File: src/design/argb_color_matrix_pixel_top_assert.svh
// Assertion macros for the colour matrix top level.
`ifndef ARGB_COLOR_MATRIX_PIXEL_TOP_ASSERT_SVH
`define ARGB_COLOR_MATRIX_PIXEL_TOP_ASSERT_SVH

`ifndef ASSERT_OFF
// Same-cycle implication, held off during reset.
`define ACM_ASSERT_IMPL(lbl, clk, rst, ante, cons) \
  lbl: assert property (@(posedge clk) disable iff (rst) (ante) |-> (cons)) \
    else $error("colour matrix assertion failed");
// Next-cycle implication, held off during reset.
`define ACM_ASSERT_NEXT(lbl, clk, rst, ante, cons) \
  lbl: assert property (@(posedge clk) disable iff (rst) (ante) |=> (cons)) \
    else $error("colour matrix assertion failed");
`else
`define ACM_ASSERT_IMPL(lbl, clk, rst, ante, cons)
`define ACM_ASSERT_NEXT(lbl, clk, rst, ante, cons)
`endif

`endif

File: src/design/acm_pkg.sv
// Types, register indexes and helpers for the ARGB colour matrix block.
package acm_pkg;

  localparam int CFG_W     = 64;
  localparam int CFG_IDX_W = 3;
  localparam int COEF_W    = 16;
  // 9-bit signed operand times 16-bit coefficient, five terms summed.
  localparam int ACC_W     = 28;

  typedef logic signed [COEF_W-1:0] coef_t;
  typedef logic [CFG_IDX_W-1:0]     cfg_idx_t;

  // Register indexes on the configuration port.
  localparam cfg_idx_t REG_RED_WEIGHTS   = 3'd0;
  localparam cfg_idx_t REG_GREEN_WEIGHTS = 3'd1;
  localparam cfg_idx_t REG_BLUE_WEIGHTS  = 3'd2;
  localparam cfg_idx_t REG_ALPHA_WEIGHTS = 3'd3;
  localparam cfg_idx_t REG_OFFSET_TERMS  = 3'd4;

  // Reset values give the identity matrix.
  localparam logic [CFG_W-1:0] RST_RED_WEIGHTS   = 64'h0000_0000_0000_1000;
  localparam logic [CFG_W-1:0] RST_GREEN_WEIGHTS = 64'h0000_0000_1000_0000;
  localparam logic [CFG_W-1:0] RST_BLUE_WEIGHTS  = 64'h0000_1000_0000_0000;
  localparam logic [CFG_W-1:0] RST_ALPHA_WEIGHTS = 64'h1000_0000_0000_0000;
  localparam logic [CFG_W-1:0] RST_OFFSET_TERMS  = 64'h0000_0000_0000_0000;

  // Request type codes.
  localparam logic [1:0] MODE_FULL  = 2'd0;
  localparam logic [1:0] MODE_RGB   = 2'd1;
  localparam logic [1:0] MODE_ALPHA = 2'd2;
  localparam logic [1:0] MODE_PASS  = 2'd3;

  // Whole matrix as held in the register bank.
  typedef struct packed {
    logic [CFG_W-1:0] red_weights;
    logic [CFG_W-1:0] green_weights;
    logic [CFG_W-1:0] blue_weights;
    logic [CFG_W-1:0] alpha_weights;
    logic [CFG_W-1:0] offset_terms;
  } acm_cfg_t;

  // Coefficients feeding one output channel.
  typedef struct packed {
    coef_t wr;
    coef_t wg;
    coef_t wb;
    coef_t wa;
    coef_t off;
  } acm_coef_t;

  // Pick lane c of a register as a signed coefficient.
  function automatic coef_t lane_of(input logic [CFG_W-1:0] word, input logic [1:0] c);
    lane_of = coef_t'(word[COEF_W*c +: COEF_W]);
  endfunction

endpackage

File: src/design/acm_channel.sv
// One output channel: five-term dot product, round half up and clamp to 0..255.
module acm_channel #(
  parameter int COEF_FRAC_BITS = 12
) (
  input  logic [7:0]         red,
  input  logic [7:0]         green,
  input  logic [7:0]         blue,
  input  logic [7:0]         alpha,
  input  acm_pkg::acm_coef_t coef,
  output logic [7:0]         result
);
  import acm_pkg::*;

  localparam logic signed [ACC_W-1:0] HALF = ACC_W'(1) << (COEF_FRAC_BITS - 1);

  logic signed [24:0]      p_red, p_green, p_blue, p_alpha, p_off;
  logic signed [ACC_W-1:0] acc;
  logic signed [ACC_W-1:0] biased;
  logic [ACC_W-1:0]        shifted;

  // Unsigned pixel values widened to signed before the multiply.
  assign p_red   = 25'($signed({1'b0, red}))   * 25'(coef.wr);
  assign p_green = 25'($signed({1'b0, green})) * 25'(coef.wg);
  assign p_blue  = 25'($signed({1'b0, blue}))  * 25'(coef.wb);
  assign p_alpha = 25'($signed({1'b0, alpha})) * 25'(coef.wa);
  assign p_off   = 25'(9'sd255)                * 25'(coef.off);

  // Exact sum of the five terms.
  assign acc = ACC_W'(p_red) + ACC_W'(p_green) + ACC_W'(p_blue)
             + ACC_W'(p_alpha) + ACC_W'(p_off);

  // Round to nearest with halves going up, then drop the fraction.
  assign biased  = acc + HALF;
  assign shifted = ACC_W'(unsigned'(biased) >> COEF_FRAC_BITS);

  // Negative sums clamp to zero, large ones to full scale.
  always_comb begin
    if (biased[ACC_W-1]) begin
      result = 8'd0;
    end else if (|shifted[ACC_W-1:8]) begin
      result = 8'd255;
    end else begin
      result = shifted[7:0];
    end
  end

endmodule

File: config.mk
export PLATFORM = sky130hd
export DESIGN_NAME = acm_channel
export DESIGN_NICKNAME = d
export VERILOG_FILES = /design/src/design/argb_color_matrix_pixel_top_assert.svh /design/src/design/acm_pkg.sv /design/src/design/acm_channel.sv
export SDC_FILE = /design/constraint.sdc
export NUM_CORES = 2
export LEC_CHECK = 0
export ABC_AREA = 1
export BUFFER_PORTS_ARGS = -buffer_cell sky130_fd_sc_hd__buf_4
export CAP_MARGIN = 20
export CORE_MARGIN = 2
export CORE_UTILIZATION = 60
export DETAILED_ROUTE_END_ITERATION = 10
export PLACE_DENSITY = 0.78
export REMOVE_ABC_BUFFERS = 1
export SLEW_MARGIN = 20
export SYNTH_ARGS = -nofsm -noshare
export SYNTH_HDL_FRONTEND = slang
export SYNTH_SLANG_ARGS = --single-unit
export TNS_END_PERCENT = 100
File: constraint.sdc
create_clock -name vclk -period 11.05
set_input_delay 1.105 -clock vclk [all_inputs]
set_output_delay 1.105 -clock vclk [all_outputs]
set_load 0.01 [all_outputs]
==> flow_metrics.tcl <==
set metrics [dict create \
    outcome "complete, no violations" \
    grt_max_degree 21 \
    synth_most_common_cell "inv_1" \
    yosysUniqueCellTypes 32 \
    min-delay-start "coef[64]" \
    synth.largest_area_cell "fa_1" \
    maxCapViolations 0 \
    maxSlewViolCount 0 \
    drtIter0Drc 1148 \
    regArea_um2 0 \
    clkbuf_count 0 \
    core-area_um2 40740 \
    hpwl_um 51920 \
    dp.cells 3557 \
    max_stage_delay_ns 0.65 \
    path_class "input pin to output pin" \
    fmax_ghz 0.1023 \
    fin_nets 4031 \
    critPathLaunchType "input pin" \
    multiInputGateArea_um2 19720 \
    synth.area.top_cells "fa_1, inv_1, ha_1" \
    antenna_found_initial 2 \
    io_buffers 120 \
    setup.worst_path.end_class "output pin" \
    fin_crit_sh 0.8842 \
    setup_tns_ns 0 \
    relSlewSlack 0.6851 \
    wire_per_inst_um 15.59 \
    routed_wl_um 55480 \
    hold_depth 11 \
    setup_viol 0 \
    cpMostUsedCell "fa_1" \
    initial_utilization 0.6053 \
    instances_no_fill 3558 \
    crit_slowest_cell "fa_1" \
    hold_path_class "input pin to output pin" \
    die_h_um 206.7 \
    io_pins 120 \
    drive_gt1_frac 0.04992 \
    fp.dieW_um 206.7 \
    hold_violations 0 \
    syn_inst 3034 \
    whs_endpoint "result[0]" \
    routed_via_density 4.978 \
    nFillCells 3550 \
    avgSynthCellArea_um2 8.128 \
    postRouteAntennaNets 0 \
    remaining_drc_errors 0 \
    netlist_area_um2 24660 \
    post_cts_buffers 0 \
    ys_top_cells_by_count "inv_1, nand2_1, fa_1" \
    cp_data_required_time_ns 9.95 \
    gp_congestion 0.9229 \
    worst_pin_slew_ns 0.4674 \
    dieArea_um2 42740 \
    crit_fanout 16 \
    overflow 0 \
    rsz0062_at_grt "no" \
    area_growth_syn_to_layout_pct 4.348 \
    seq_area_frac_synth 0 \
    min_period_ns 9.771 \
    cts_resized 0 \
    first_pass_iters 5 \
    rows 74 \
    netlist.area_leader.share 0.5520 \
    yosysWarningCount 0 \
    crit_arrival_ns 8.67 \
    design.seq.count 0 \
    grt_usage 0.2771 \
    grt_pass1_vias 19380 \
    utilization 0.6317 \
    cts_hold_buffers 0 \
    grt_pass1_wl_um 91730 \
    vias 17713 \
]
layer usage:
layer / vias to the layer above / share of wire / global-route usage
met4: 2 / 0.048 / 0.1104
met5: - / 0.00029 / 0
met1: 8913 / 0.38 / 0.3553
met3: 147 / 0.051 / 0.01476
met2: 574 / 0.52 / 0.4964
li1: 8077 / - / -
logic make-up (layout without fill, tap and decap cells):
group	count (synthesis)	after routing	synth area share
compound gates	33	33	0.007356
xor+xnor	20	20	0.007103
fa+ha+maj	892	892	0.6596
buf+inv	1313	1304	0.2004
mux	1	1	0.0004566
other cells	0	1	0
simple gates	775	775	0.1252
critical path, delay by kind of cell:
family	cells	cell delay [ns]
adders and majority gates	10	5.20
buffers and inverters	9	0.93
and+or+nand+nor	10	1.41
final cells by class:
type,instances,share of cell area
Inverter,1184,0.1727
Timing Repair Buffer,120,0.03501
Multi-Input combinational cell,1721,0.7663
Tap cell,532,0.02587
Antenna cell,1,0.00009724
through the flow:
stage	hold WS, ns	setup slack (ns)	cell area (um2)
after floorplan	2.844	2.447	24160
after global placement	3.264	1.459	25730
after detailed placement	3.270	1.282	25730
after CTS	3.274	1.258	25730
after global routing	3.405	0.8326	25730
final	3.275	1.279	25730
cell usage in the layout, fill, tap and decap left out, types with 7 or more instances in the layout:
| cell type | instances |
|---|---|
| inv_1 | 1182 |
| nand2_1 | 683 |
| fa_1 | 680 |
| ha_1 | 212 |
| buf_4 | 120 |
| nor2_1 | 28 |
| a21oi_1 | 23 |
| nand3_1 | 23 |
| xor2_1 | 12 |
| nand2_2 | 10 |
| xnor2_1 | 8 |
| nand4_1 | 7 |
worst max-delay path by stage:
stage,from,to,slack (ns),cells after the start
after floorplan,coef[63],result[0],2.45,27
after global placement,green[0],result[0],1.46,29
after detailed placement,green[0],result[0],1.28,29
after CTS,green[0],result[0],1.26,29
after global routing,green[0],result[4],0.83,29
final,green[0],result[0],1.28,29
Power is not shown: default switching activity piles up to over one toggle a cycle in this logic, so the estimate is an artifact.
