[src/design/argb_color_matrix_pixel_top_assert.svh]
// Assertion macros for the colour matrix top level.
`ifndef ARGB_COLOR_MATRIX_PIXEL_TOP_ASSERT_SVH
`define ARGB_COLOR_MATRIX_PIXEL_TOP_ASSERT_SVH

`ifndef ASSERT_OFF
// Same-cycle implication, held off during reset.
`define ACM_ASSERT_IMPL(lbl, clk, rst, ante, cons) \
  lbl: assert property (@(posedge clk) disable iff (rst) (ante) |-> (cons)) \
    else $error("colour matrix assertion failed");
// Next-cycle implication, held off during reset.
`define ACM_ASSERT_NEXT(lbl, clk, rst, ante, cons) \
  lbl: assert property (@(posedge clk) disable iff (rst) (ante) |=> (cons)) \
    else $error("colour matrix assertion failed");
`else
`define ACM_ASSERT_IMPL(lbl, clk, rst, ante, cons)
`define ACM_ASSERT_NEXT(lbl, clk, rst, ante, cons)
`endif

`endif

[src/design/acm_pkg.sv]
// Types, register indexes and helpers for the ARGB colour matrix block.
package acm_pkg;

  localparam int CFG_W     = 64;
  localparam int CFG_IDX_W = 3;
  localparam int COEF_W    = 16;
  // 9-bit signed operand times 16-bit coefficient, five terms summed.
  localparam int ACC_W     = 28;

  typedef logic signed [COEF_W-1:0] coef_t;
  typedef logic [CFG_IDX_W-1:0]     cfg_idx_t;

  // Register indexes on the configuration port.
  localparam cfg_idx_t REG_RED_WEIGHTS   = 3'd0;
  localparam cfg_idx_t REG_GREEN_WEIGHTS = 3'd1;
  localparam cfg_idx_t REG_BLUE_WEIGHTS  = 3'd2;
  localparam cfg_idx_t REG_ALPHA_WEIGHTS = 3'd3;
  localparam cfg_idx_t REG_OFFSET_TERMS  = 3'd4;

  // Reset values give the identity matrix.
  localparam logic [CFG_W-1:0] RST_RED_WEIGHTS   = 64'h0000_0000_0000_1000;
  localparam logic [CFG_W-1:0] RST_GREEN_WEIGHTS = 64'h0000_0000_1000_0000;
  localparam logic [CFG_W-1:0] RST_BLUE_WEIGHTS  = 64'h0000_1000_0000_0000;
  localparam logic [CFG_W-1:0] RST_ALPHA_WEIGHTS = 64'h1000_0000_0000_0000;
  localparam logic [CFG_W-1:0] RST_OFFSET_TERMS  = 64'h0000_0000_0000_0000;

  // Request type codes.
  localparam logic [1:0] MODE_FULL  = 2'd0;
  localparam logic [1:0] MODE_RGB   = 2'd1;
  localparam logic [1:0] MODE_ALPHA = 2'd2;
  localparam logic [1:0] MODE_PASS  = 2'd3;

  // Whole matrix as held in the register bank.
  typedef struct packed {
    logic [CFG_W-1:0] red_weights;
    logic [CFG_W-1:0] green_weights;
    logic [CFG_W-1:0] blue_weights;
    logic [CFG_W-1:0] alpha_weights;
    logic [CFG_W-1:0] offset_terms;
  } acm_cfg_t;

  // Coefficients feeding one output channel.
  typedef struct packed {
    coef_t wr;
    coef_t wg;
    coef_t wb;
    coef_t wa;
    coef_t off;
  } acm_coef_t;

  // Pick lane c of a register as a signed coefficient.
  function automatic coef_t lane_of(input logic [CFG_W-1:0] word, input logic [1:0] c);
    lane_of = coef_t'(word[COEF_W*c +: COEF_W]);
  endfunction

endpackage

[src/design/acm_cfg_regs.sv]
// Configuration register bank holding the colour matrix coefficients.
module acm_cfg_regs (
  input  logic                             clk,
  input  logic                             rst,
  input  logic                             cfg_write_en,
  input  acm_pkg::cfg_idx_t                cfg_index,
  input  logic [acm_pkg::CFG_W-1:0]        cfg_data,
  output acm_pkg::acm_cfg_t                cfg
);
  import acm_pkg::*;

  // Write decode; indexes beyond the list are ignored.
  always_ff @(posedge clk) begin
    if (rst) begin
      cfg.red_weights   <= RST_RED_WEIGHTS;
      cfg.green_weights <= RST_GREEN_WEIGHTS;
      cfg.blue_weights  <= RST_BLUE_WEIGHTS;
      cfg.alpha_weights <= RST_ALPHA_WEIGHTS;
      cfg.offset_terms  <= RST_OFFSET_TERMS;
    end else if (cfg_write_en) begin
      case (cfg_index)
        REG_RED_WEIGHTS:   cfg.red_weights   <= cfg_data;
        REG_GREEN_WEIGHTS: cfg.green_weights <= cfg_data;
        REG_BLUE_WEIGHTS:  cfg.blue_weights  <= cfg_data;
        REG_ALPHA_WEIGHTS: cfg.alpha_weights <= cfg_data;
        REG_OFFSET_TERMS:  cfg.offset_terms  <= cfg_data;
        default: ;
      endcase
    end
  end

endmodule

[config.mk]
export PLATFORM = sky130hd
export DESIGN_NAME = acm_cfg_regs
export DESIGN_NICKNAME = d
export VERILOG_FILES = /design/src/design/argb_color_matrix_pixel_top_assert.svh /design/src/design/acm_pkg.sv /design/src/design/acm_cfg_regs.sv
export SDC_FILE = /design/constraint.sdc
export NUM_CORES = 1
export LEC_CHECK = 0
export ABC_AREA = 0
export BUFFER_PORTS_ARGS = -buffer_cell sky130_fd_sc_hd__buf_2
export CAP_MARGIN = 25
export CORE_MARGIN = 3
export CORE_UTILIZATION = 30
export DETAILED_ROUTE_END_ITERATION = 8
export HOLD_SLACK_MARGIN = 0.03
export MAX_ROUTING_LAYER = met4
export SLEW_MARGIN = 20
export SYNTH_ARGS = -nofsm -noshare
export SYNTH_HDL_FRONTEND = slang
export SYNTH_SLANG_ARGS = --single-unit
[constraint.sdc]
create_clock -name clk -period 2.58 [get_ports clk]
set_input_delay 0.258 -clock clk [delete_from_list [all_inputs] [get_ports clk]]
set_output_delay 0.258 -clock clk [all_outputs]
set_load 0.02 [all_outputs]
==> results.md, run 1 <==
* Area grow syn2layout at 29.6%
* Number of nets with antenna violations after routing at 0
* CTS tree: yes
* Critical Path AT at around 1.1 ns
* CTS sink count at 320
* CP max FO at 2
* Max Cap Viol at 0
* Cell chain of the critical path: buf_2
* Outcome: finished clean
* Gr usage total at 16.1%
* Die width at 210 um
* Syn Area/Cell at about 11 um2
* Core ar. at about 41000 um2
* FF-to-FF path depth at 2
* Total number of vias at roughly 9000
* DP HPWL at 23600 um
* Cell internal pwr at approximately 8.4 mW
* DR iter-0 viols at approximately 460
* Flop and latch count out of synthesis at 320
* Worst R2R End: cfg[68]$_SDFFE_PP0P_
* Fin nets at 1554
* Full die area at about 44000 um2
* RSZ-0062 raised after global routing: no
* Reg clk slew, reported paths at approximately 0.060 ns
* Die Span Y at between 200 and 250 um
* Share of total power in combinational logic at under 10%
* Commonest cells after routing, fill and taps aside: buf_2, nand2b_1, mux2i_1, dfxtp_1, clkbuf_16
* Post-cts sizing count at 0
* Hold path endpoint: cfg[220]$_SDFFE_PP1P_
* Total gr overflow at 0
* Worst VDD drop at between 0.0004 and 0.0005 V
* Crit path max-delay family: flip-flops
* Worst EP required at approximately 2.3 ns
* Port buffer count at a little under 400
* Seq pwr share at a little under half
* First-pass GRT wire length at 54900 um
* Rows at 74
* CP bufs+invs at 1
* Max frequency at about 0.75 GHz
* Startpoint types: register
* Hold Fails Final Rpt at 0
* Initial antenna violation count at 1
* Placer congestion estimate at 0.781
* Type of the worst setup path: register to primary output
* CTS root buf: clkbuf_16
* Max reg flops at 320
* Routed len/inst at between 15 and 20 um
* Vias in the first global route at just over 9000
* Sw frac at roughly a quarter
* Pwr dens at just under 700 nW/um2
* R2R Path Start: cfg[68]$_SDFFE_PP0P_
* Largest net degree at the start of global routing at 81
* First drt pass iteration count at 4
* Vias per inst at approximately 4.4
* Slew @ Worst Pin at 0.649 ns
* Synthesized area at approximately 13000 um2
* Clock power share at about 46%
* Setup TNS at 0 ns
* Sequential-to-total area share from yosys stat at 51.2%
* Slew Viols, Final at 0
* Yosys Warn Count at 0
* Starting Density at between 30% and 40%
* Largest registers: cfg: 320 flops
* H-tree depth at 2
* Finished Cell Area at about 16000 um2
* DRC at 0
* Worst hold start: cfg_data[28]
* P_sw at between 2 and 3 mW
* Post-route non-filler standard cell count at around 2000
* Top reg by flops: cfg
* Netlist cell types at 13
* Crit-path max cell delay at around 0.36 ns
* Worst Hold Class: input port to register
* Crit path max-delay cell type: dfxtp_1
* Post-CTS Setup Inserts at 0
* Worst slew margin at 56.7%
* Syn Nets at 1183
* Cells after Synth at 1113
* Most common cell after layout, fill and taps aside: buf_2
* Drt total wl at roughly 36000 um
* Clock latency at the later pin of the worst-skew pair at about 0.52 ns
* Hold depth at 3
* Placed inst area at 15000 um2
* Share of layout cells above drive strength 1 at a little under a third
* R2R Setup Slk at 1.91 ns
* Min cycle time layout at 1.33 ns
* Worst-case clock buffer depth at 3
* Final setup fails at 0
* Inst Count DP at ~2000
* CP endpoint kind: primary output
* IO Pins at a little under 400
* Clock Skew at 0 ns
* Lkg Pwr at ~8.5 nW
* # hold bufs at CTS at 3
* Total CTS buffers at 37
* Period utilization at 51.5%
==> cell families after synthesis <==
family        after synthesis  synth area share, %
mux                       320                 25.6
buf+inv                    78                 3.28
flops                     320                 51.2
simple gates              395                 19.8
==> metal layers <==
metal | wire [um] | track usage (%) | up-vias
met3 | 2320 | 4.17 | 60
li1 | - | - | 4406
met2 | 16400 | 25.4 | 251
met4 | 1150 | 6.23 | 0
met5 | 0 | - | -
met1 | 15700 | 19.9 | 4289
==> cells in the mapped netlist <==
master | number | area (um2)
nor2_1 | 8 | 30.0
and4bb_2 | 1 | 12.5
nand4b_1 | 1 | 8.76
dfxtp_1 | 320 | 6410
buf_4 | 14 | 105
or4b_1 | 1 | 10.0
nand2b_1 | 380 | 2380
clkbuf_1 | 42 | 158
mux2i_1 | 320 | 3200
buf_2 | 16 | 80.1
buf_6 | 6 | 67.6
nand4bb_1 | 3 | 33.8
nor4b_1 | 1 | 8.76
==> through the flow <==
stage / hold WS [ns] / util, % / setup WS [ns] / power [mW]
5_1_grt: 0.104 / 39.5 / 1.19 / 11.4
3_5_place_dp: 0.458 / 36.6 / 0.850 / 6.06
2_1_floorplan: 0.419 / - / 1.38 / 5.74
4_1_cts: 0.0602 / 39.5 / 1.20 / 11.2
3_3_place_gp: 0.455 / 36.6 / 0.890 / 6.05
6_report: 0.0872 / 39.5 / 1.25 / 11.0
==> area by class of cell <==
type / count / area, um2
tap: 532 / 666
sequential: 320 / 6410
clock buffer: 54 / 1080
multi-input combinational: 715 / 5740
antenna: 1 / 2.50
clock inverter: 9 / 72.6
fill: 4042 / 24800
timing repair buffer: 410 / 2230
==> power by group through the flow <==
stage	logic, mW	registers (mW)	clock network, mW
after global routing	0.901	5.12	5.38
after global placement	0.837	5.21	0
after floorplan	0.395	5.35	0
final	0.837	5.11	5.02
after detailed placement	0.846	5.22	0
after CTS	0.852	5.11	5.19
==> how the worst max path moves through the flow <==
stage,from,to,slack (ns),depth (start not counted)
after global routing,cfg[59]$_SDFFE_PP0P_,cfg[59],1.19,1
after global placement,cfg_index[1],cfg[30]$_SDFFE_PP0P_,0.89,4
final,cfg[17]$_SDFFE_PP0P_,cfg[17],1.25,1
after CTS,cfg[59]$_SDFFE_PP0P_,cfg[59],1.20,1
after detailed placement,cfg_index[1],cfg[31]$_SDFFE_PP0P_,0.85,4
after floorplan,rst,cfg[307]$_SDFFE_PP0P_,1.38,5
Note: power is estimated with default switching activity, not from simulation.
==> inputs of run 2 (changes only) <==
- clock period: 2.58 -> 1.1 ns (I/O delays scaled with it)
==> results.md, run 2 (synthesized netlist as in run 1, its figures left out) <==
* Outcome: finished with violations
* Violated checks: negative setup slack
* Crit path max-delay family: flip-flops
* Die Span Y at about 210 um
* Number of nets with antenna violations after routing at 0
* Min cycle time layout at around 1.1 ns
* Seq. cell area at around 6800 um2
* Clock Skew at 0 ns
* Clock latency at the later pin of the worst-skew pair at approximately 0.51 ns
* Share of layout cells above drive strength 1 at between 50% and 60%
* Gr usage total at between 10% and 20%
* CP max FO at 2
* Routed len/inst at 17.7 um
* CTS sink count at 320
* Largest registers: cfg: 320 flops
* Port buffer count at around 390
* Reg clk slew, reported paths at approximately 0.06 ns
* CP bufs+invs at 1
* Slew Viols, Final at 0
* Total CTS buffers at 37
* Largest net degree at the start of global routing at between 50 and 60
* Sw frac at 23.7%
* Initial antenna violation count at 0
* Share of total power in combinational logic at between 10% and 20%
* Startpoint types: register
* DP HPWL at 25200 um
* Crit path max-delay cell type: dfxtp_2
* N_diodes at 0
* Worst VDD drop at about 0.0011 V
* Dpl ws at -0.220 ns
* Most common cell after layout, fill and taps aside: nand2b_1
* Area grow syn2layout at 65.4%
* DRC at 0
* Worst slew margin at 77.8%
* Final setup fails at 17
* First-pass GRT wire length at between 50000 and 60000 um
* Top reg by flops: cfg
* Max reg flops at 320
* Die width at approximately 210 um
* RSZ-0062 raised after global routing: yes
* CTS tree: yes
* Clock power share at 44.1%
* Worst-case clock buffer depth at 3
* Lkg Pwr at about 10 nW
* H-tree depth at 2
* Worst EP required at a little under 1 ns
* Max Cap Viol at 0
* Hold Fails Final Rpt at 0
* Filler cells at ~3500
* Starting Density at slightly above 30%
* First drt pass iteration count at 4
* Drt total wl at between 40000 and 50000 um
* Vias in the first global route at between 10000 and 15000
* DR iter-0 viols at 473
* Worst Hold Class: input port to register
* CP endpoint kind: primary output
* Commonest cells after routing, fill and taps aside: nand2b_1, mux2i_1, dfxtp_2, buf_6, buf_4
* Final Worst Setup Slack at -0.0163 ns
* Pwr dens at between 1000 and 1500 nW/um2
* Full die area at about 44000 um2
* Total gr overflow at 0
* P_sw at 6.30 mW
* Type of the worst setup path: register to primary output
* Slew @ Worst Pin at ~0.33 ns
* Critical Path AT at between 1 and 1.5 ns
* Multi-input gate area at approximately 5700 um2
* CTS root buf: clkbuf_16
* Cell chain of the critical path: buf_6
* Total number of vias at about 10000
* Rows at 74
* IO Pins at between 300 and 400
* Seq pwr share at around 46%
* Period utilization at 101%
* Core ar. at just over 40000 um2
* Cell internal pwr at between 20 and 25 mW
* Fin nets at between 1500 and 2000
* Placer congestion estimate at slightly below 0.8
* Max frequency at between 0.8 and 0.9 GHz
* Vias per inst at around 4.5
* Crit-path max cell delay at around 0.36 ns
* Total chip power at between 20 and 30 mW
run 2: cell types whose count changed in the layout (fill, tap and decap cells not counted), sizes merged:
cell / previous run / this run
buf: 406 / 585
clkbuf: 55 / 53
clkinv: 7 / 9
clkinvlp: 1 / 0
diode: 1 / 0
dlygate4sd3: 3 / 64
run 2: final timing paths:
path                         start                    end  slack (ns)  depth (start not counted)
max reg2reg  cfg[147]$_SDFFE_PP0P_  cfg[147]$_SDFFE_PP0P_        0.24                          4
max           cfg[26]$_SDFFE_PP0P_                cfg[26]       -0.02                          1
min reg2reg  cfg[258]$_SDFFE_PP0P_  cfg[258]$_SDFFE_PP0P_        0.48                          2
min                            rst  cfg[220]$_SDFFE_PP1P_        0.16                          4
run 2: layout make-up:
| class | instances | share of cell area (%) |
|---|---|---|
| sequential | 320 | 32.9 |
| timing repair buffer | 650 | 30.7 |
| multi-input combinational | 715 | 27.7 |
| clock buffer | 52 | 5.09 |
| tap | 532 | 3.22 |
| clock inverter | 10 | 0.381 |
run 2: power by group through the flow:
stage	combinational [mW]	clock (mW)	sequential [mW]
final	2.74	11.7	12.1
after CTS	2.62	12.0	12.1
after global placement	2.08	0	12.2
after floorplan	0.925	0	12.5
after detailed placement	2.09	0	12.2
after global routing	2.90	12.5	12.1
run 2: layer usage:
layer  up-vias  global-route usage (%)  share of wire [%]
li1       4899                       -                  -
met1      4928                    20.8                 41
met2       298                    28.9                 49
met3        88                    4.36                5.9
met4         0                    7.09                3.6
met5         -                       -                  0
run 2: per-stage QoR:
| step | TNS, ns | cell area, um2 | std cells | utilization (%) | hold slack (ns) |
|---|---|---|---|---|---|
| after floorplan | 0 | 12500 | 1113 | - | 0.271 |
| after global placement | -22.15 | 15400 | 2007 | 37.6 | 0.388 |
| after detailed placement | -29.78 | 15400 | 2007 | 37.6 | 0.401 |
| after CTS | -9.11 | 20000 | 2182 | 48.6 | 0.104 |
| after global routing | -10.61 | 20700 | 2279 | 50.4 | 0.156 |
| final | -0.109 | 20700 | 2279 | 50.4 | 0.156 |
run 2: repair_timing:
action,4_1_cts,5_1_grt
gates resized for setup,960,0
setup endpoints to repair,320,320
buffers inserted,49,97
hold endpoints to repair,308,0
hold buffers,64,0
==> inputs of run 3 (changes only) <==
- GPL_ROUTABILITY_DRIVEN: default -> 0
- RECOVER_POWER: default -> 25
- clock period: 1.1 -> 1.05 ns (I/O delays scaled with it)
==> results.md, run 3 (synthesized netlist as in run 1, its figures left out) <==
* Outcome: finished with violations
* Violated checks: negative setup slack
* Commonest cells after routing, fill and taps aside: nand2b_1, buf_6, mux2i_1, dfxtp_2, buf_4
* N_diodes at 0
* Worst slew margin at between 50% and 60%
* Total chip power at between 20 and 30 mW
* CP bufs+invs at 1
* Period utilization at 107%
* H-tree depth at 2
* IO Pins at 390
* Crit path max-delay family: flip-flops
* Dpl ws at -0.338 ns
* Rows at 74
* Type of the worst setup path: register to primary output
* Gr usage total at 18.0%
* Vias in the first global route at 10900
* Die width at 210 um
* Port buffer count at between 300 and 400
* Most common cell after layout, fill and taps aside: nand2b_1
* Pwr dens at 1390 nW/um2
* Crit path launch: cfg[41]$_SDFFE_PP0P_
* Lkg Pwr at 10.2 nW
* Slew @ Worst Pin at 0.745 ns
* Total CTS buffers at 38
* CTS root buf: clkbuf_16
* DRC at 0
* Clock Skew at 0 ns
* DR iter-0 viols at ~470
* Max frequency at 0.892 GHz
* Number of nets with antenna violations after routing at 0
* Fin nets at ~1800
* Total number of vias at 10300
* Die Span Y at 210 um
* R2R Setup Slk at 0.19 ns
* Top reg by flops: cfg
* Slew Viols, Final at 0
* Worst-case clock buffer depth at 3
* Initial antenna violation count at 0
* Max reg flops at 320
* R2R Path Start: cfg[16]$_SDFFE_PP0P_
* Largest registers: cfg: 320 flops
* Starting Density at a little under a third
* CTS tree: yes
* Startpoint types: register
* Hold Fails Final Rpt at 0
* Worst VDD drop at 0.000945 V
* DP HPWL at between 20000 and 30000 um
* RSZ-0062 raised after global routing: yes
* Worst hold start: rst
* Cell chain of the critical path: buf_6
* Worst Hold Class: input port to register
* Core ar. at 41000 um2
* Full die area at ~44000 um2
* Area grow syn2layout at 66.2%
* Final Worst Setup Slack at -0.0706 ns
* Min cycle time layout at between 1 and 1.5 ns
* Routed len/inst at approximately 18 um
* Vias per inst at between 4 and 5
* Reg clk slew, reported paths at about 0.060 ns
* CP max FO at 2
* Total gr overflow at 0
* Final setup fails at about 340
* Critical Path AT at 1.02 ns
* Clock latency at the later pin of the worst-skew pair at approximately 0.53 ns
* Share of layout cells above drive strength 1 at 55.6%
* Drt total wl at approximately 41000 um
* Worst EP required at 0.94 ns
* CP endpoint kind: primary output
* Crit-path max cell delay at 0.35 ns
* First drt pass iteration count at 4
* Crit path max-delay cell type: dfxtp_2
* Largest net degree at the start of global routing at 55
* CTS sink count at 320
* Max Cap Viol at 0
* First-pass GRT wire length at approximately 60000 um
## run 3: changes by cell type in the layout (fill, tap and decap cells not counted), sizes merged
| cell | previous run | this run |
|---|---|---|
| inv | 0 | 1 |
| clkbuf | 53 | 73 |
| clkinvlp | 0 | 1 |
| bufinv | 1 | 2 |
| buf | 585 | 590 |
## run 3: timing repair
item	in CTS	in global routing
pin swaps	0	0
setup endpoints to repair	320	320
resized for setup	960	0
setup buffers	67	94
hold buffers	64	0
hold endpoints to repair	315	0
## run 3: per-layer routing
layer | global-route usage, % | share of wire [%]
met5 | - | 0
met2 | 30.3 | 50
met4 | 8.02 | 3.9
met3 | 4.30 | 5.8
met1 | 20.5 | 40
## run 3: layout make-up
type | instances | area (um2)
clock inverters | 13 | 121
multi-input cells | 715 | 5700
fillers | 3550 | 20200
well taps | 532 | 666
flip-flops and latches | 320 | 6810
clock buffers | 55 | 1150
repair buffers | 672 | 6340
## run 3: report_power, final
part	internal (mW)	switching (mW)	total [mW]
clock	8.09	5.24	13.3
sequential	12.5	0.205	12.7
combinational	1.51	1.34	2.86
## run 3: through the flow
stage	instance area [um2]	cells	TNS, ns	util, %	hold slack [ns]
global placement	15400	2014	-40.40	37.6	0.385
CTS	20300	2213	-26.12	49.4	0.108
global route	20800	2307	-27.97	50.7	0.161
floorplan	12500	1113	0	-	0.266
finish	20800	2307	-13.03	50.7	0.143
detailed placement	15400	2014	-47.19	37.6	0.396
## run 3: worst paths after layout
kind	endpoint	cells after the start
setup / recovery	cfg[41]	1
hold / removal	cfg[172]$_SDFFE_PP1P_	4
setup reg to reg	cfg[16]$_SDFFE_PP0P_	4
hold reg to reg	cfg[247]$_SDFFE_PP0P_	2
